--- config.mk ---
export PLATFORM = sky130hd
export DESIGN_NAME = lbm_queue
export DESIGN_NICKNAME = d
export VERILOG_FILES = /design/src/rtl/core/lbm_queue.sv
export SDC_FILE = /design/constraint.sdc
export NUM_CORES = 1
export LEC_CHECK = 0
export BUFFER_PORTS_ARGS = -buffer_cell sky130_fd_sc_hd__buf_2
export CAP_MARGIN = 10
export CORE_MARGIN = 2
export CORE_UTILIZATION = 35
export CTS_BUF_LIST = sky130_fd_sc_hd__clkbuf_4 sky130_fd_sc_hd__clkbuf_8 sky130_fd_sc_hd__clkbuf_16
export DETAILED_ROUTE_END_ITERATION = 8
export PLACE_DENSITY = 0.57
export SKIP_CTS_REPAIR_TIMING = 1
export SLEW_MARGIN = 20
export SYNTH_ARGS = -nofsm -noshare
export SYNTH_HDL_FRONTEND = slang
export SYNTH_SLANG_ARGS = --single-unit
--- constraint.sdc ---
create_clock -name clk -period 1.75 [get_ports clk]
set_input_delay 0.0875 -clock clk [delete_from_list [all_inputs] [get_ports clk]]
set_output_delay 0.0875 -clock clk [all_outputs]
set_load 0.02 [all_outputs]
--- src/rtl/core/lbm_queue.sv ---
// Two-entry queue between the front end and the lamp logic of the level meter.
// Stand-alone; no package needed.
module lbm_queue #(
	parameter int W = 16
) (
	input  logic         clk,
	input  logic         arst_n,
	input  logic         push_valid,
	output logic         push_ready,
	input  logic [W-1:0] push_data,
	output logic         pop_valid,
	input  logic         pop_ready,
	output logic [W-1:0] pop_data
);

	localparam int DEPTH = 2;
	localparam int PW    = $clog2(DEPTH);
	localparam int CNTW  = $clog2(DEPTH + 1);

	logic [W-1:0]    mem_q[0:DEPTH-1];
	logic [PW-1:0]   wr_q, rd_q;
	logic [CNTW-1:0] cnt_q;
	logic            push, pop;

	assign push_ready = (cnt_q != CNTW'(DEPTH));
	assign pop_valid  = (cnt_q != '0);
	assign pop_data   = mem_q[rd_q];
	assign push = push_valid && push_ready;
	assign pop  = pop_valid && pop_ready;

	always_ff @(posedge clk or negedge arst_n) begin
		if (!arst_n) begin
			wr_q <= '0;
			rd_q <= '0;
			cnt_q <= '0;
		end else begin
			if (push) begin
				wr_q <= wr_q + 1'b1;
			end
			if (pop) begin
				rd_q <= rd_q + 1'b1;
			end
			if (push && !pop) begin
				cnt_q <= cnt_q + 1'b1;
			end else if (pop && !push) begin
				cnt_q <= cnt_q - 1'b1;
			end
		end
	end

	always_ff @(posedge clk) begin
		if (push) begin
			mem_q[wr_q] <= push_data;
		end
	end

endmodule

# After elaboration in Yosys (flattened, before gate mapping)
# Memory sizes are Yosys's and may differ from the RTL's.
# Cells that the tools add are included.
[classes]
add_sub_neg = 4
eq_ne = 1
mux = 4
n_reduce_logical = 8
[ops]
columns = ["op", "n"]
rows = [
  ["$logic_and A1 B1 Y1", 4],
  ["$mux W2", 2],
  ["$reduce_bool A2 Y1", 2],
  ["$add A1 B1 Y1 const B", 2],
  ["$add A2 B1 Y2 const B", 1],
  ["$logic_not A1 Y1", 2],
  ["$mux W1", 2],
  ["$ne A2 B2 Y1 const B", 1],
  ["$sub A2 B1 Y2 const B", 1],
]
[totals]
ff_bits = 4
ram_bits = 32
input_bits = 20
out_inout_bits = 18
n_memories = 1
[mem_list]
columns = ["memory", "words", "word_bits", "read_ports", "rd_clocked_by_memory_dff", "write_ports", "line_no", "text"]
rows = [
  ["mem_q", 2, 16, 1, 0, 1, "20", "logic [W-1:0] mem_q[0:DEPTH-1];"],
]

# Depth between registers and ports, before layout
# Gate-level depths: netlist (run 1).
[depth]
word_depth = 6
mapped_depth = 7
depth_no_buf = 7

# Worst setup path before layout (run 1)
# Ideal clock, no wire load.
[synth_timing]
kind = "flip-flop to flip-flop"
start = "reg cnt_q[0]"
end = "mem mem_q[0][0], enable pin"
setup_ps = 388
t_arrival_ps = 1493
required_ps = 1362
slack_ps = -132
path_stages_with_launch = 4
n_path_buf = 0
path_cell_list = "dfrtp_1 nand2b_1 nand2_1 nor2_1"
[synth_between]
elab_chain_cells = 4
[synth_rtl]
columns = ["item", "line_no", "text"]
rows = [
  ["start: declaration", "22", "logic [CNTW-1:0] cnt_q;"],
  ["start signal: assignment", "44", "cnt_q <= cnt_q + 1'b1;"],
  ["start signal: assignment", "46", "cnt_q <= cnt_q - 1'b1;"],
  ["$ne A2 B2 Y1", "25", "assign push_ready = (cnt_q != CNTW'(DEPTH));"],
  ["net push_ready", "9", "output logic push_ready,"],
  ["$logic_and A1 B1 Y1", "28", "assign push = push_valid && push_ready;"],
  ["$mux W1", "52", "if (push) begin"],
  ["$mux W1 (implied by the code)", "53", "mem_q[wr_q] <= push_data;"],
  ["end: declaration", "20", ""],
]
# The timed path passes the listed nets, and every way through them passes these cells.

# Final worst setup path (run 1)
[layout_timing]
start = "reg cnt_q[0]"
end = "reg cnt_q[1]"
[layout_between]
elab_chain_cells = 5
word_cells_on_any_way = 13
classes_between = "2 x add/sub; 1 x eq/ne; 2 x mux; 8 x reduce/logical"
[layout_rtl]
columns = ["item", "line_no", "text"]
rows = [
  ["$ne A2 B2 Y1 *", "25", ""],
  ["$logic_and A1 B1 Y1 *", "28", ""],
  ["net push", "23", "logic push, pop;"],
  ["$logic_not A1 Y1", "45", "end else if (pop && !push) begin"],
  ["$logic_and A1 B1 Y1", "45", ""],
  ["$reduce_bool A2 Y1 (no source line)", "n/a", ""],
]
# The timed path passes the listed nets; every way through them passes the cells marked *. The select of a mux whose other input is x is not followed.
# A chain may end at the register's enable or synchronous reset.

==> results.json, run 1 <==
{
  "final_net_count": 151,
  "netlist_top_cells_area": "edfxtp_1, mux2_4, dfrtp_1",
  "pin_count": 38,
  "maxCapViolCount": 0,
  "antenna_violating_nets_post_route": 0,
  "timing_hold_violations_final": 0,
  "post_route_cells_drive_above_1_share_pct": 50.38,
  "finalWirelength_um": 2183,
  "cts_tree": "yes",
  "synth-main-ff-cell": "edfxtp_1",
  "setup_violations": 0,
  "worstSetupEndpointType": "register",
  "timing_max_transition_violations_final": 0,
  "cts_max_level": 2,
  "cts.clk_slew.worst_paths_ns": 0.07,
  "hold_path.class": "in -> reg",
  "dr_wl_met2_um": 1154,
  "timing.critical_path.required_ns": 1.95,
  "max-vdd-ir-drop_uv": 944.5,
  "max_slew_margin_pct": 84.55,
  "synth_sequential_area_ratio_pct": 75.65,
  "grt_start_max_net_pins": 17,
  "final_min_period_over_clock_period_pct": 85.26,
  "synth.top_cells.by_count": "edfxtp_1, mux2_4, mux2_2",
  "dieArea_sq_um": 4530,
  "wirelength_met1_um": 857,
  "clock_power_share_pct": 19.6,
  "clkSinkCount": 36,
  "synth_top_area_share_pct": 68.51,
  "syn_inst": 68,
  "vias": 777,
  "placementRows": 23,
  "grt_pass1_wl_um": 3263,
  "maxUsedRoutingLayer": "met4",
  "worst_r2r_startpoint": "cnt_q[0]$_DFFE_PN0P_",
  "routed_wire_length_per_instance_um": 12.06,
  "fin_worst_skew_ns": 0.004372,
  "drt_pre_antenna_iters": 4,
  "p_int_mw": 2.051,
  "die_w_um": 67.31,
  "insertion_delay_ns": 0.28,
  "antenna-diode-count": 0,
  "outcome": "completed",
  "route.detailed.vias_per_inst": 4.293,
  "core_area_sq_um": 3914,
  "drt_iter0_markers": 22,
  "io_buffers": 37,
  "worstSetupEndpoint": "cnt_q[1]$_DFFE_PN0P_",
  "grt_antenna_before_repair": 0,
  "met3_wirelength_um": 135,
  "rrSetupSlack_ns": 0.26,
  "power.switching_uw": 960.2,
  "r2r.worst_path.cells": 7,
  "worst-path-max-fanout": 4,
  "reg2reg_to": "cnt_q[1]$_DFFE_PN0P_",
  "tritoncts.num_buffers": 5,
  "p_leak_nw": 0.7757,
  "fin_worst_setup_slack_ns": 0.2579,
  "startpoint_type": "register",
  "synth.lib_cells_used.distinct": 16,
  "most_numerous_cell_in_the_yosys_netlist": "edfxtp_1",
  "grt_setup_unrepaired": "false",
  "grt_overflow_total": 0,
  "min-delay-start": "push_data[1]",
  "clk_path_buf_depth": 2,
  "flow.area_growth_from_synthesis_pct": 35.86,
  "worst_slew_pin_slew_ns": 0.2318,
  "worstPathArrival_ns": 1.69,
  "place_congestion": 0.5761,
  "clock-root-buffer": "clkbuf_8",
  "achievable-frequency_mhz": 670.2,
  "cp_startpoint": "cnt_q[0]$_DFFE_PN0P_",
  "yosys_register_bits": 36,
  "worstSetupPathType": "reg -> reg",
  "floorplan.initialDensity_pct": 35.84,
  "via_count_of_the_first_global_routing_pass": 720,
  "synthesis.area_per_instance_sq_um": 20.63,
  "number_of_enable_type_register_cells_in_the_synthesized_netlist": 32,
  "drc": 0,
  "pwr-share-comb_pct": 38.5,
  "ys_warn_count": 0,
  "chipHeight_um": 67.31,
  "post-dp-hpwl_um": 1523,
  "asyncSetResetFlopFracSynth_pct": 11.11,
  "period_minus_slack_ns": 1.492,
  "syn-num-nets": 89,
  "library_cell_with_the_largest_summed_area_after_synthesis": "edfxtp_1",
  "preCtsSetupSlack_ns": 0.2410,
  "switching_share_pct": 31.89,
  "power.sequential.fraction_pct": 41.9,
  "setup_tns_ns": 0,
  "power.density_nw_per_um2": 1580,
  "grt_util_all_layers_pct": 10.37,
  "post_synth_instance_area_sq_um": 1403
}
[registers in the layout (all words and copies together), names as in the netlist]
register	flops
cnt_q	2
rd_q	1
mem_q	32
wr_q	1
[critical path, stage by stage, from the launching register on]
cell      delay (ns)
dfrtp_1         0.42
nand2b_1        0.18
nand2_1         0.14
inv_1           0.06
ha_1            0.21
xor2_1          0.15
nor2_1          0.11
xor2_1          0.15
[logic make-up (layout without fill, tap and decap cells)]
logic type	count (synthesis)	count (layout)	synth area share [%]
multiplexers	16	16	15.25
buffers and inverters	3	66	2.498
flip-flops	36	36	75.65
AND/OR/NAND/NOR	7	7	2.588
XOR/XNOR	5	5	3.123
adder cells (fa/ha/maj)	1	1	0.8919
[placed cells by master, fill, tap and decap left out, drive strengths merged]
cell	Yosys	layout
inv	1	1
and3	1	1
mux2	16	16
ha	1	1
xor2	2	2
or2	1	1
xnor2	3	3
clkinv	0	1
clkbuf	0	7
nand2b	1	1
dlygate4sd3	0	16
dfrtp	4	4
nor2	2	2
edfxtp	32	32
buf	2	41
nand2	2	2
[routing by layer]
metal,global-route usage (%),vias to the layer above
met5,0,-
met4,4.592,0
met3,5.000,4
met2,17.45,25
met1,11.03,369
li1,-,379
[worst min path at each step]
stage	end	cells past startpoint
after floorplan	cnt_q[0]$_DFFE_PN0P_	0
after global placement	cnt_q[0]$_DFFE_PN0P_	1
after detailed placement	cnt_q[0]$_DFFE_PN0P_	1
after CTS	cnt_q[0]$_DFFE_PN0P_	1
after global routing	mem_q[0][1]$_DFFE_PP_	1
final	mem_q[0][1]$_DFFE_PP_	1
[area by class of cell]
class / count / area (sq um)
fill: 367 / 2008
sequential: 36 / 1061
timing repair buffer: 57 / 375.4
multi-input combinational: 29 / 309.0
clock buffer: 7 / 90.09
tap: 50 / 62.56
clock inverter: 1 / 3.754
inverter: 1 / 3.754
[stage by stage]
stage | total power, mW | hold WS, ns | instance area (sq um) | util [%] | std cells
after global routing | 3.190 | 0.007083 | 1906 | 48.69 | 181
after detailed placement | 2.449 | -0.1009 | 1652 | 42.20 | 157
after global placement | 2.412 | -0.1039 | 1652 | 42.20 | 157
final | 3.011 | 0.01255 | 1906 | 48.69 | 181
after CTS | 3.046 | -0.4051 | 1745 | 44.60 | 165
after floorplan | 2.153 | -0.2081 | 1405 | - | 68
[power groups by stage]
stage,registers [mW],clock network (mW),logic [mW]
2_1_floorplan,1.26,0,0.889
3_3_place_gp,1.27,0,1.14
3_5_place_dp,1.28,0,1.17
4_1_cts,1.27,0.613,1.17
5_1_grt,1.28,0.639,1.27
6_report,1.26,0.589,1.16
Note: power is estimated with default switching activity, not from simulation.
==> run 2, diff against run 1 <==
--- a/config.mk
+++ b/config.mk
@@ -5,13 +5,14 @@
 export SDC_FILE = /design/constraint.sdc
 export NUM_CORES = 1
 export LEC_CHECK = 0
+export ABC_CLOCK_PERIOD_IN_PS = 1750
 export BUFFER_PORTS_ARGS = -buffer_cell sky130_fd_sc_hd__buf_2
 export CAP_MARGIN = 10
 export CORE_MARGIN = 2
-export CORE_UTILIZATION = 35
+export CORE_UTILIZATION = 40
 export CTS_BUF_LIST = sky130_fd_sc_hd__clkbuf_4 sky130_fd_sc_hd__clkbuf_8 sky130_fd_sc_hd__clkbuf_16
 export DETAILED_ROUTE_END_ITERATION = 8
-export PLACE_DENSITY = 0.57
+export PLACE_DENSITY = 0.64
 export SKIP_CTS_REPAIR_TIMING = 1
 export SLEW_MARGIN = 20
 export SYNTH_ARGS = -nofsm -noshare
==> results.json, run 2 (synthesis results as in run 1) <==
{
  "outcome": "completed",
  "fin_util_pct": 55.80,
  "worstSetupEndpointType": "register",
  "r2r.worst_path.cells": 7,
  "setup_tns_ns": 0,
  "grt_pass1_wl_um": 3532,
  "drt_pre_antenna_iters": 4,
  "largest-register": "mem_q",
  "via_count_of_the_first_global_routing_pass": 737,
  "timing_max_transition_violations_final": 0,
  "fin_worst_skew_ns": 0.007069,
  "route.detailed.vias_per_inst": 4.354,
  "insertion_delay_ns": 0.33,
  "drc": 0,
  "achievable-frequency_mhz": 662.8,
  "startpoint_type": "register",
  "cts_tree": "yes",
  "clkSinkCount": 36,
  "worstPathArrival_ns": 1.77,
  "period_minus_slack_ns": 1.509,
  "post_route_cells_drive_above_1_share_pct": 50.00,
  "max-vdd-ir-drop_uv": 905.7,
  "grt_overflow_total": 0,
  "vias": 775,
  "reg2reg_to": "cnt_q[1]$_DFFE_PN0P_",
  "cts_max_level": 2,
  "post-dp-hpwl_um": 1423,
  "antenna-diode-count": 0,
  "fillers": 300,
  "finalWirelength_um": 2200,
  "placementRows": 21,
  "largest_reg_flops": 32,
  "grt_start_max_net_pins": 17,
  "io_buffers": 37,
  "mostFrequentLayoutCell": "buf_2",
  "worst-path-max-fanout": 4,
  "dieArea_sq_um": 3996,
  "drt_iter0_markers": 14,
  "setup_violations": 0,
  "antenna_violating_nets_post_route": 0,
  "power.density_nw_per_um2": 1511,
  "layout_top_registers": "mem_q (32), cnt_q (2)",
  "worst_slew_pin_slew_ns": 0.2299,
  "hold_path.class": "in -> async",
  "worst_r2r_startpoint": "cnt_q[0]$_DFFE_PN0P_",
  "maxCapViolCount": 0,
  "die_w_um": 63.22,
  "chipHeight_um": 63.22,
  "floorplan.initialDensity_pct": 41.70,
  "max_slew_margin_pct": 84.67,
  "routed_wire_length_per_instance_um": 12.36,
  "flow.area_growth_from_synthesis_pct": 33.81,
  "cts.clk_slew.worst_paths_ns": 0.10,
  "place_congestion": 0.6182,
  "grt_setup_unrepaired": "false",
  "timing_hold_violations_final": 0,
  "worstSetupPathType": "reg -> reg",
  "grt_util_all_layers_pct": 12.13,
  "design_power_total_mw": 2.836,
  "final_net_count": 153,
  "p_leak_nw": 0.7663,
  "grt_antenna_before_repair": 0,
  "rrSetupSlack_ns": 0.24,
  "final_min_period_over_clock_period_pct": 86.22,
  "clock-root-buffer": "clkbuf_4",
  "fin_hold_ws_ns": 0.08992,
  "core_area_sq_um": 3363,
  "tritoncts.num_buffers": 5,
  "timing.critical_path.required_ns": 2.01,
  "leading_cell_types_in_the_layout_fill_and_taps_excluded": "buf_2, edfxtp_1, dlygate4sd3_1, mux2_4, mux2_2",
  "pin_count": 38,
  "clk_path_buf_depth": 2
}
-- run 2: layout make-up --
type	count	area (sq um)	area share, %
clock buffers	6	45.04	2.400
clock inverters	1	5.005	0.2667
inverters	1	3.754	0.2000
multi-input cells	29	309.0	16.47
flip-flops and latches	36	1061	56.53
well taps	46	57.56	3.067
repair buffers	59	395.4	21.07
-- run 2: worst max-delay path: stages (launching register included) --
cell,delay (ns)
dfrtp_1,0.43
nand2b_1,0.18
nand2_1,0.14
inv_1,0.06
ha_1,0.21
xor2_1,0.14
nor2_1,0.11
xor2_1,0.16
-- run 2: where the power goes --
group | leakage, nW | switching (mW) | internal [mW]
combinational | 0.391 | 0.628 | 0.536
clock | 0.0315 | 0.245 | 0.163
sequential | 0.344 | 0.0776 | 1.19
total | 0.766 | 0.951 | 1.88
-- run 2: per-layer routing --
| metal | up-vias | wire length, um | GRT usage [%] |
|---|---|---|---|
| met5 | - | 0 | 0 |
| met4 | 0 | 54 | 7.337 |
| met3 | 6 | 141 | 5.714 |
| met2 | 27 | 1009 | 18.22 |
| met1 | 357 | 995 | 14.10 |
| li1 | 385 | - | - |
-- run 2: how the worst max path moves through the flow --
stage,endpoint,from,cells past startpoint,slack [ns]
after global routing,cnt_q[1]$_DFFE_PN0P_,cnt_q[0]$_DFFE_PN0P_,6,0.1
after detailed placement,cnt_q[1]$_DFFE_PN0P_,cnt_q[0]$_DFFE_PN0P_,7,0.24
after CTS,cnt_q[1]$_DFFE_PN0P_,cnt_q[0]$_DFFE_PN0P_,7,0.22
after global placement,cnt_q[1]$_DFFE_PN0P_,cnt_q[0]$_DFFE_PN0P_,6,0.35
final,cnt_q[1]$_DFFE_PN0P_,cnt_q[0]$_DFFE_PN0P_,7,0.24
after floorplan,mem_q[0][0]$_DFFE_PP_,cnt_q[0]$_DFFE_PN0P_,3,0.12
-- run 2: stage by stage --
step / worst slack (ns) / std cells / area [sq um]
floorplan: 0.1198 / 68 / 1405
global placement: 0.3502 / 153 / 1647
detailed placement: 0.2414 / 153 / 1647
CTS: 0.2201 / 160 / 1697
global route: 0.09844 / 178 / 1877
finish: 0.2411 / 178 / 1877
