`config.mk`:
```
export PLATFORM = sky130hd
export DESIGN_NAME = lbm_back_flat
export DESIGN_NICKNAME = d
export VERILOG_FILES = /design/src/rtl/core/lbm_pkg.sv /design/src/rtl/core/lbm_res_if.sv /design/src/rtl/core/lbm_back.sv /design/src/flat_wrapper.sv
export SDC_FILE = /design/constraint.sdc
export NUM_CORES = 1
export LEC_CHECK = 0
export ABC_AREA = 1
export BUFFER_PORTS_ARGS = -buffer_cell sky130_fd_sc_hd__buf_2
export CELL_PAD_IN_SITES_DETAIL_PLACEMENT = 1
export CELL_PAD_IN_SITES_GLOBAL_PLACEMENT = 1
export CORE_MARGIN = 1.5
export CORE_UTILIZATION = 49
export CTS_CLUSTER_DIAMETER = 30
export DETAILED_ROUTE_END_ITERATION = 8
export GPL_ROUTABILITY_DRIVEN = 0
export HOLD_SLACK_MARGIN = 0.08
export PLACE_DENSITY_LB_ADDON = 0.1
export SETUP_SLACK_MARGIN = 0.5
export SYNTH_ARGS = -nofsm -noshare
export SYNTH_HDL_FRONTEND = slang
export SYNTH_SLANG_ARGS = --single-unit
```
`constraint.sdc`:
```
create_clock -name clk -period 20.7 [get_ports clk]
set_input_delay 2.07 -clock clk [delete_from_list [all_inputs] [get_ports clk]]
set_output_delay 2.07 -clock clk [all_outputs]
set_load 0.03 [all_outputs]
```
`src/rtl/core/lbm_pkg.sv`:
```
// Shared widths, register indexes, constants and the result type of the level meter.
// Used by the result and configuration interfaces and by the front end, back end and top module.
package lbm_pkg;

	localparam int LAMP_W     = 5;
	localparam int FALL_W     = 16;
	localparam int CFG_ADDR_W = 2;
	localparam int CFG_DATA_W = 16;

	localparam logic [CFG_ADDR_W-1:0] REG_LAMP_COUNT = 2'd0;
	localparam logic [CFG_ADDR_W-1:0] REG_FALL_STEP  = 2'd1;

	localparam logic [LAMP_W-1:0] LAMP_COUNT_RST = 5'd16;
	localparam logic [LAMP_W-1:0] MIN_LAMPS      = 5'd6;
	localparam logic [FALL_W-1:0] FALL_STEP_RST  = 16'd3932;

	// 2^24 * 20*log10(2) / 48, rounded.
	localparam int              DB_SCALE_W = 22;
	localparam logic [21:0]     DB_SCALE   = 22'd2104352;
	localparam int              DB_SHIFT   = 24;
	localparam longint unsigned FLOOR_DIV  = 64'd100000;

	typedef struct packed {
		logic [LAMP_W-1:0] lit_lamps;
		logic              changed;
		logic [LAMP_W-1:0] change_low;
		logic [LAMP_W-1:0] change_high;
	} lbm_result_t;

endpackage

```
`src/rtl/core/lbm_res_if.sv`:
```
// Result channel of the level meter: valid/ready handshake and the lamp fields.
// Takes its widths from lbm_pkg.
interface lbm_res_if import lbm_pkg::*; ();
	logic              valid;
	logic              ready;
	logic [LAMP_W-1:0] lit_lamps;
	logic              changed;
	logic [LAMP_W-1:0] change_low;
	logic [LAMP_W-1:0] change_high;

	modport source(output valid, output lit_lamps, output changed, output change_low,
		output change_high, input ready);
	modport sink(input valid, input lit_lamps, input changed, input change_low,
		input change_high, output ready);
endinterface

```
`src/rtl/core/lbm_back.sv`:
```
// Back end of the level meter: decay of the shown level, lamp count with hysteresis
// and the result register. Uses lbm_pkg and lbm_res_if.
module lbm_back import lbm_pkg::*; #(
	parameter int LEVEL_BITS = 16,
	parameter int MAX_LAMPS  = 24
) (
	input  logic                  clk,
	input  logic                  arst_n,
	input  logic                  lvl_valid,
	output logic                  lvl_ready,
	input  logic [LEVEL_BITS-1:0] lvl,
	input  logic [LAMP_W-1:0]     lamp_count,
	input  logic [FALL_W-1:0]     fall_step,
	lbm_res_if.source             res
);

	localparam int CW = (LEVEL_BITS > FALL_W) ? LEVEL_BITS : FALL_W;
	localparam int PW = LEVEL_BITS + LAMP_W;
	localparam int LAMP_TOP = (1 << LAMP_W) - 1;
	localparam logic [LAMP_W-1:0] LAMP_HI =
		LAMP_W'((MAX_LAMPS > LAMP_TOP) ? LAMP_TOP : MAX_LAMPS);
	localparam longint unsigned HYST_I = (3 * (64'd1 << LEVEL_BITS) + 5) / 10;
	localparam logic [PW:0] HYST = (PW+1)'(HYST_I);

	logic [LEVEL_BITS-1:0] shown_q, shown_d;
	logic [LAMP_W-1:0]     lamps_q;
	logic                  ov_q;
	lbm_result_t           res_q, res_d;

	logic [CW-1:0]     dec;
	logic [LAMP_W-1:0] count, prev_lit, after, up;
	logic [PW-1:0]     pos;
	logic [PW:0]       hsum;
	logic [LAMP_W:0]   dn;
	logic              pop;

	assign lvl_ready = !ov_q || res.ready;
	assign pop = lvl_valid && lvl_ready;

	always_comb begin
		dec = (CW'(fall_step) >= CW'(shown_q)) ? '0 : CW'(shown_q) - CW'(fall_step);
		if (lvl > shown_q) begin
			shown_d = lvl;
		end else if (dec > CW'(lvl)) begin
			shown_d = LEVEL_BITS'(dec);
		end else begin
			shown_d = lvl;
		end

		if (lamp_count < MIN_LAMPS) begin
			count = MIN_LAMPS;
		end else if (lamp_count > LAMP_HI) begin
			count = LAMP_HI;
		end else begin
			count = lamp_count;
		end

		pos  = PW'(shown_d) * PW'(count);
		up   = pos[PW-1:LEVEL_BITS];
		hsum = (PW+1)'(pos) + HYST;
		dn   = hsum[PW:LEVEL_BITS];
		prev_lit = (lamps_q > count) ? count : lamps_q;

		if (up > prev_lit) begin
			after = up;
		end else if (dn < (LAMP_W+1)'(prev_lit)) begin
			after = dn[LAMP_W-1:0];
		end else begin
			after = prev_lit;
		end

		res_d.lit_lamps   = after;
		res_d.changed     = (prev_lit != after);
		res_d.change_low  = (prev_lit < after) ? prev_lit : after;
		res_d.change_high = (prev_lit > after) ? prev_lit : after;
	end

	always_ff @(posedge clk or negedge arst_n) begin
		if (!arst_n) begin
			shown_q <= '0;
			lamps_q <= '0;
			ov_q <= 1'b0;
		end else if (pop) begin
			shown_q <= shown_d;
			lamps_q <= after;
			ov_q <= 1'b1;
		end else if (res.ready) begin
			ov_q <= 1'b0;
		end
	end

	always_ff @(posedge clk) begin
		if (pop) begin
			res_q <= res_d;
		end
	end

	assign res.valid       = ov_q;
	assign res.lit_lamps   = res_q.lit_lamps;
	assign res.changed     = res_q.changed;
	assign res.change_low  = res_q.change_low;
	assign res.change_high = res_q.change_high;

endmodule

```
`src/flat_wrapper.sv`:
```
// flat-port wrapper written by rule: the top's interface ports become plain ports
module lbm_back_flat import lbm_pkg::*;
#(
	parameter int LEVEL_BITS = 16,
	parameter int MAX_LAMPS  = 24
)
  (clk, arst_n, lvl_valid, lvl_ready, lvl, lamp_count, fall_step, res_valid, res_lit_lamps, res_changed, res_change_low, res_change_high, res_ready);
  lbm_res_if res_i ();
  input  logic clk;
  input  logic arst_n;
  input  logic lvl_valid;
  output logic lvl_ready;
  input  logic [LEVEL_BITS-1:0] lvl;
  input  logic [LAMP_W-1:0] lamp_count;
  input  logic [FALL_W-1:0] fall_step;
  output wire logic [$bits(res_i.valid)-1:0] res_valid;
  output wire logic [$bits(res_i.lit_lamps)-1:0] res_lit_lamps;
  output wire logic [$bits(res_i.changed)-1:0] res_changed;
  output wire logic [$bits(res_i.change_low)-1:0] res_change_low;
  output wire logic [$bits(res_i.change_high)-1:0] res_change_high;
  input wire logic [$bits(res_i.ready)-1:0] res_ready;
  assign res_valid = res_i.valid;
  assign res_lit_lamps = res_i.lit_lamps;
  assign res_changed = res_i.changed;
  assign res_change_low = res_i.change_low;
  assign res_change_high = res_i.change_high;
  assign res_i.ready = res_ready;
  lbm_back #(.LEVEL_BITS(LEVEL_BITS), .MAX_LAMPS(MAX_LAMPS)) u_core (.clk(clk), .arst_n(arst_n), .lvl_valid(lvl_valid), .lvl_ready(lvl_ready), .lvl(lvl), .lamp_count(lamp_count), .fall_step(fall_step), .res(res_i));
endmodule
```
## Word level (Yosys, flattened, before mapping)

Index checks and enable logic that the tools add are counted.

| storage, ports and cells | value |
|---|---|
| flip-flop bits (word level) | 38 |
| logic and storage cells | 37 |

| cells by class | value |
|---|---|
| add/sub/neg operators | 2 |
| multiply operators | 1 |
| multiplexer cells | 12 |
| equality and inequality tests | 1 |
| reductions and logical operators | 4 |
| $lt $le $gt $ge | 10 |

Operator list:

| kind | count |
|---|---|
| two-way mux 16 bit | 3 |
| two-way mux 5 bit | 7 |
| > comparator 16 bit | 2 |
| adder 21 x 15 -> 22 bit, second input constant | 1 |
| multiplier 16 x 5 -> 21 bit | 1 |
| greater-or-equal comparator 16 bit | 1 |
| subtractor 16 bit | 1 |
| > comparator 5 bit | 3 |
| < comparator 6 x 5 -> 1 bit | 1 |
| > comparator 5 bit, second input constant | 1 |
| < comparator 5 x 3 -> 1 bit, second input constant | 1 |
| < comparator 5 bit | 1 |
| != test 5 bit | 1 |
| two-way mux 1 bit | 2 |
| nonzero test 2 bit | 1 |
| logical AND 1 bit | 1 |
| logical NOT 1 bit | 1 |
| logical OR 1 bit | 1 |

## Logic depth before layout (Yosys ltp)

| logic depth | value |
|---|---|
| depth after elaboration | 12 |
| gate-level depth with buffers | 75 |
| gate-level depth less buffers | 72 |

## Worst setup path before layout

No wires, ideal clock.

| timing path | value |
|---|---|
| path type | input to register |
| start point | input fall_step[2] |
| end point | register u_core.res_q (netlist bit u_core.res.change_high[1]) (data pin) |
| path buffers | 2 |
| stages | 63 |
| arrival | 11.086 ns |
| setup slack | 9.362 ns |
| data required time | 20.447 ns |
| library setup time | 0.253 ns |
| cells stage by stage | inv_1 > ha_1 > nand2_1 > nand2_1 > a31oi_1 > inv_1 > a21oi_1 > nor2_1 > o21ai_0 > nand2_1 > or2_2 > nand3_1 > inv_1 > ha_1 > nand2_1 > nor2_1 > nand2_1 > inv_1 > [27 not listed] > nand2_1 > a32oi_1 > clkinv_1 > nor2_1 > inv_1 > nand2_4 > inv_1 > ha_1 > a21oi_1 > nor2_1 > nor3_1 > and2_1 > clkbuf_1 > inv_1 > nand2_1 > inv_1 > nand2_1 > nand2_1 |

RTL lines:

| what | line | text |
|---|---|---|
| start: declaration | flat_wrapper.sv:15 | `input logic [FALL_W-1:0] fall_step;` |
| end signal: assignment | lbm_back.sv:94 | `res_q <= res_d;` |
| end: declaration | lbm_back.sv:28 | `lbm_result_t res_q, res_d;` |

==> impl_metrics.prom <==
# TYPE chip_impl_metric gauge
chip_impl_metric{name="timing.reg2reg.setup_slack",unit="ns"} 9.11
chip_impl_metric{name="synth_fp_nets",unit=""} 1200
chip_impl_info{name="setup.worst_path.start",value="fall_step[2]"} 1
chip_impl_metric{name="drt_pass1_iterations",unit=""} 4
chip_impl_metric{name="timing.critical_path.buf_inv",unit=""} 14
chip_impl_metric{name="drt-total-wl",unit="um"} 19960
chip_impl_metric{name="setup_violations",unit=""} 0
chip_impl_metric{name="timing.critical_path.arrival",unit="ns"} 13.02
chip_impl_metric{name="postCtsSetupRepairBufs",unit=""} 0
chip_impl_metric{name="fin_crit_sh",unit=""} 0.6267
chip_impl_metric{name="buffer_ports.inserted",unit=""} 58
chip_impl_metric{name="coreArea",unit="sq mm"} 0.01388
chip_impl_metric{name="crit_fanout",unit=""} 16
chip_impl_metric{name="number_of_warnings_printed_during_yosys_synthesis",unit=""} 0
chip_impl_metric{name="number_of_diodes",unit=""} 0
chip_impl_metric{name="floorplan.initialDensity",unit=""} 0.5023
chip_impl_metric{name="place_area",unit="sq mm"} 0.007481
chip_impl_info{name="cpLargestDelayFamily",value="simple AND/OR/NAND/NOR gates"} 1
chip_impl_metric{name="io_pins",unit=""} 59
chip_impl_metric{name="number_of_synthesized_flops_with_an_enable_pin",unit=""} 16
chip_impl_metric{name="overall_die_area",unit="sq mm"} 0.01495
chip_impl_metric{name="maximum_number_of_pins_on_one_net_before_global_route_repair",unit=""} 38
chip_impl_metric{name="routed_via_density",unit=""} 5.257
chip_impl_metric{name="clk_pin_slew_worst_paths",unit="ns"} 0.07
chip_impl_metric{name="first_global_vias",unit=""} 7047
chip_impl_metric{name="clock_path_buffers",unit=""} 2
chip_impl_metric{name="synth_async_sr_flop_share",unit=""} 0.5789
chip_impl_metric{name="max_freq",unit="MHz"} 77.08
chip_impl_info{name="worst_hold_path_class",value="reg -> reg"} 1
chip_impl_metric{name="chip_height",unit="um"} 122.3
chip_impl_info{name="path_common_cell",value="sky130_fd_sc_hd__nand2_1"} 1
chip_impl_metric{name="groute.usage.overall",unit=""} 0.2834
chip_impl_metric{name="crit_required",unit="ns"} 20.74
chip_impl_metric{name="maxSlewViolCount",unit=""} 0
chip_impl_info{name="crit_path_end_kind",value="register"} 1
chip_impl_metric{name="clk_latency_worst_skew_pair",unit="ns"} 0.29
chip_impl_info{name="cp-start-kind",value="primary input"} 1
chip_impl_metric{name="period_minus_slack",unit="ns"} 12.97
chip_impl_info{name="synth_top_cells_by_area",value="sky130_fd_sc_hd__ha_1 17%, sky130_fd_sc_hd__nand2_1 13%, sky130_fd_sc_hd__fa_1 12%"} 1
chip_impl_metric{name="worst_reg_to_reg_path_cell_count",unit=""} 60
chip_impl_metric{name="antenna_violations_before_repair",unit=""} 0
chip_impl_metric{name="fraction_of_layout_instances_using_a_drive_strength_above_1",unit=""} 0.1409
chip_impl_metric{name="holdBufCountCts",unit=""} 0
chip_impl_metric{name="areaGrowthSynthToFinish",unit="%"} 9.995
chip_impl_metric{name="yosys.cell_types.count",unit=""} 51
chip_impl_info{name="tritoncts_clock_tree",value="done"} 1
chip_impl_info{name="crit_path_capture",value="u_core.res.change_high[1]"} 1
chip_impl_metric{name="grt_first_pass_wirelength",unit="um"} 33850
chip_impl_metric{name="number_of_h_tree_levels",unit=""} 2
chip_impl_metric{name="ant_nets",unit=""} 0
chip_impl_metric{name="yosys.area.top_type_share",unit=""} 0.1723
chip_impl_metric{name="worst_slew_margin_rel",unit=""} 0.3994
chip_impl_metric{name="crit_cells",unit=""} 61
chip_impl_metric{name="grt-ovfl-total",unit=""} 0
chip_impl_info{name="rsz0062_at_grt",value="false"} 1
chip_impl_metric{name="clock_sink_count",unit=""} 38
chip_impl_metric{name="post_synth_inst_count",unit=""} 1020
chip_impl_info{name="run_status",value="finished, final reports clean"} 1
chip_impl_metric{name="avgRoutedWirePerCell",unit="um"} 15.85
chip_impl_metric{name="final_instance_area",unit="sq mm"} 0.007670
chip_impl_info{name="worst_r2r_start",value="u_core.shown_q[0]"} 1
chip_impl_metric{name="row_count",unit=""} 43
chip_impl_metric{name="netlist_area",unit="sq mm"} 0.006973
chip_impl_metric{name="hpwlAfterDp",unit="um"} 16730
chip_impl_metric{name="cts_resized",unit=""} 0
chip_impl_metric{name="cts_buffers",unit=""} 5
chip_impl_metric{name="worst_path_largest_cell_delay",unit="ns"} 0.65
chip_impl_info{name="ys.flop_type",value="sky130_fd_sc_hd__dfrtp_1"} 1
chip_impl_metric{name="finalNetCount",unit=""} 1258
chip_impl_metric{name="filler_instances",unit=""} 1899
chip_impl_metric{name="chipWidth",unit="um"} 122.3
chip_impl_info{name="crit_slowest_cell",value="sky130_fd_sc_hd__o21ai_0"} 1
chip_impl_metric{name="combined_area_of_the_multi_input_logic_cells",unit="sq mm"} 0.005117
chip_impl_metric{name="ys_ff_latch",unit=""} 38
chip_impl_metric{name="vias",unit=""} 6619
chip_impl_metric{name="final-hold-violation-count",unit=""} 0
chip_impl_metric{name="drtIter0Drc",unit=""} 292
chip_impl_info{name="worst-setup-path-type",value="in -> reg"} 1
chip_impl_info{name="regToRegEndpoint",value="u_core.res.change_high[1]"} 1
chip_impl_info{name="clock_tree.root_cell",value="sky130_fd_sc_hd__clkbuf_16"} 1
chip_impl_metric{name="final_core_util",unit=""} 0.5526
chip_impl_metric{name="final.setup.tns",unit="ns"} 0
chip_impl_metric{name="synth.yosys.seq_area_share",unit=""} 0.1479
chip_impl_metric{name="tightestPinTransition",unit="ns"} 0.8915
chip_impl_metric{name="cap_viol_max_count",unit=""} 0
chip_impl_metric{name="drc",unit=""} 0
chip_impl_metric{name="register_area",unit="sq mm"} 0.001031
chip_impl_metric{name="synth.avg_cell_area",unit="sq um"} 6.836
chip_impl_info{name="largest_area_contributor_in_the_netlist",value="sky130_fd_sc_hd__ha_1"} 1
chip_impl_metric{name="fin_skew",unit="ns"} 0.007799
## metal layers
layer / vias to the layer above / global-route usage / share of wire
met3: 24 / 0.02323 / 0.032
met5: - / 0 / 0
li1: 3308 / - / -
met4: 0 / 0.06613 / 0.014
met2: 107 / 0.5063 / 0.49
met1: 3180 / 0.3720 / 0.46
## synth_stat cells, types with 4 or more instances
master,count
sky130_fd_sc_hd__nand2_4,7
sky130_fd_sc_hd__nand2_1,239
sky130_fd_sc_hd__a21oi_2,5
sky130_fd_sc_hd__nand4_1,6
sky130_fd_sc_hd__edfxtp_1,16
sky130_fd_sc_hd__dfrtp_1,22
sky130_fd_sc_hd__xor2_1,5
sky130_fd_sc_hd__nor2_1,114
sky130_fd_sc_hd__ha_1,96
sky130_fd_sc_hd__nand3_2,7
sky130_fd_sc_hd__o21ai_1,5
sky130_fd_sc_hd__nor2_2,7
sky130_fd_sc_hd__or2_2,15
sky130_fd_sc_hd__o21ai_0,50
sky130_fd_sc_hd__a21oi_1,49
sky130_fd_sc_hd__fa_1,43
sky130_fd_sc_hd__nand2_2,19
sky130_fd_sc_hd__nand3_1,46
sky130_fd_sc_hd__o21bai_1,4
sky130_fd_sc_hd__inv_1,201
sky130_fd_sc_hd__clkbuf_1,12
sky130_fd_sc_hd__nor3_1,5
## placed cells by master, fill, tap and decap left out, types with 4 or more instances in the layout
cell type	netlist	layout
sky130_fd_sc_hd__o21ai_1	5	5
sky130_fd_sc_hd__o21ai_0	50	50
sky130_fd_sc_hd__a21oi_1	49	49
sky130_fd_sc_hd__buf_4	0	5
sky130_fd_sc_hd__nor2_1	114	114
sky130_fd_sc_hd__nand2_1	239	239
sky130_fd_sc_hd__o21bai_1	4	4
sky130_fd_sc_hd__nand3_1	46	46
sky130_fd_sc_hd__fa_1	43	43
sky130_fd_sc_hd__nand3_2	7	7
sky130_fd_sc_hd__a21oi_2	5	5
sky130_fd_sc_hd__buf_2	0	58
sky130_fd_sc_hd__nand4_1	6	6
sky130_fd_sc_hd__clkinv_1	3	4
sky130_fd_sc_hd__ha_1	96	96
sky130_fd_sc_hd__inv_1	201	201
sky130_fd_sc_hd__edfxtp_1	16	16
sky130_fd_sc_hd__dfrtp_1	22	22
sky130_fd_sc_hd__nand2_4	7	7
sky130_fd_sc_hd__xor2_1	5	5
sky130_fd_sc_hd__or2_2	15	15
sky130_fd_sc_hd__clkbuf_16	0	5
sky130_fd_sc_hd__nor3_1	5	5
sky130_fd_sc_hd__nor2_2	7	7
sky130_fd_sc_hd__nand2_2	19	19
## layout make-up
cell class / instances / share of cell area
Inverter: 207 / 0.1016
Tap cell: 180 / 0.02936
Sequential cell: 38 / 0.1344
Clock buffer: 5 / 0.01631
Multi-Input combinational cell: 763 / 0.6672
Clock inverter: 3 / 0.008320
Timing Repair Buffer: 63 / 0.04274
## sequential cells by signal, indices dropped and copies added, names as in the netlist
register                flops
u_core.shown_q             16
u_core.lamps_q              5
u_core.res.change_high      5
u_core.res.change_low       5
u_core.res.lit_lamps        5
u_core.res.changed          1
u_core.res.valid            1
## worst min-delay path by stage
stage | from | end | slack (ns) | cells past startpoint
after floorplan | u_core.lamps_q[0] | u_core.lamps_q[0] | 0.45 | 2
after global placement | u_core.lamps_q[0] | u_core.lamps_q[0] | 0.47 | 2
after detailed placement | u_core.lamps_q[0] | u_core.lamps_q[0] | 0.47 | 2
after CTS | u_core.lamps_q[0] | u_core.lamps_q[0] | 0.52 | 2
after global routing | u_core.lamps_q[0] | u_core.lamps_q[0] | 0.53 | 2
final | u_core.shown_q[2] | u_core.shown_q[2] | 0.51 | 2
## worst register-to-register path: cells and delay by family, from the launching register on
| kind | cells | cell delay [ns] |
|---|---|---|
| AOI/OAI and AO/OA | 7 | 1.66 |
| xor gates and xnor gates | 1 | 0.28 |
| adders and majority gates | 9 | 3.47 |
| buffers and inverters | 14 | 1.86 |
| DFF | 1 | 0.38 |
| and+or+nand+nor | 29 | 3.71 |
## cells by family (layout without fill, tap and decap cells)
kind of cell,Yosys count,in the layout,share of synthesized area
buf+inv,219,278,0.1182
compound gates,131,131,0.1068
flops,38,38,0.1479
simple gates,480,480,0.3097
xor+xnor,13,13,0.02171
fa+ha+maj,139,139,0.2957
## through the flow
step                      setup WS, ns  cells  hold slack, ns
after global routing             6.586   1259          0.5262
final                            7.727   1259          0.5140
after floorplan                  9.362   1020          0.4491
after CTS                        7.749   1259          0.5204
after global placement           7.859   1251          0.4704
after detailed placement         7.537   1251          0.4722
Power is left out: the tool's default activity adds up to more than one toggle a clock period on the data nets, which glitch-free logic cannot reach.
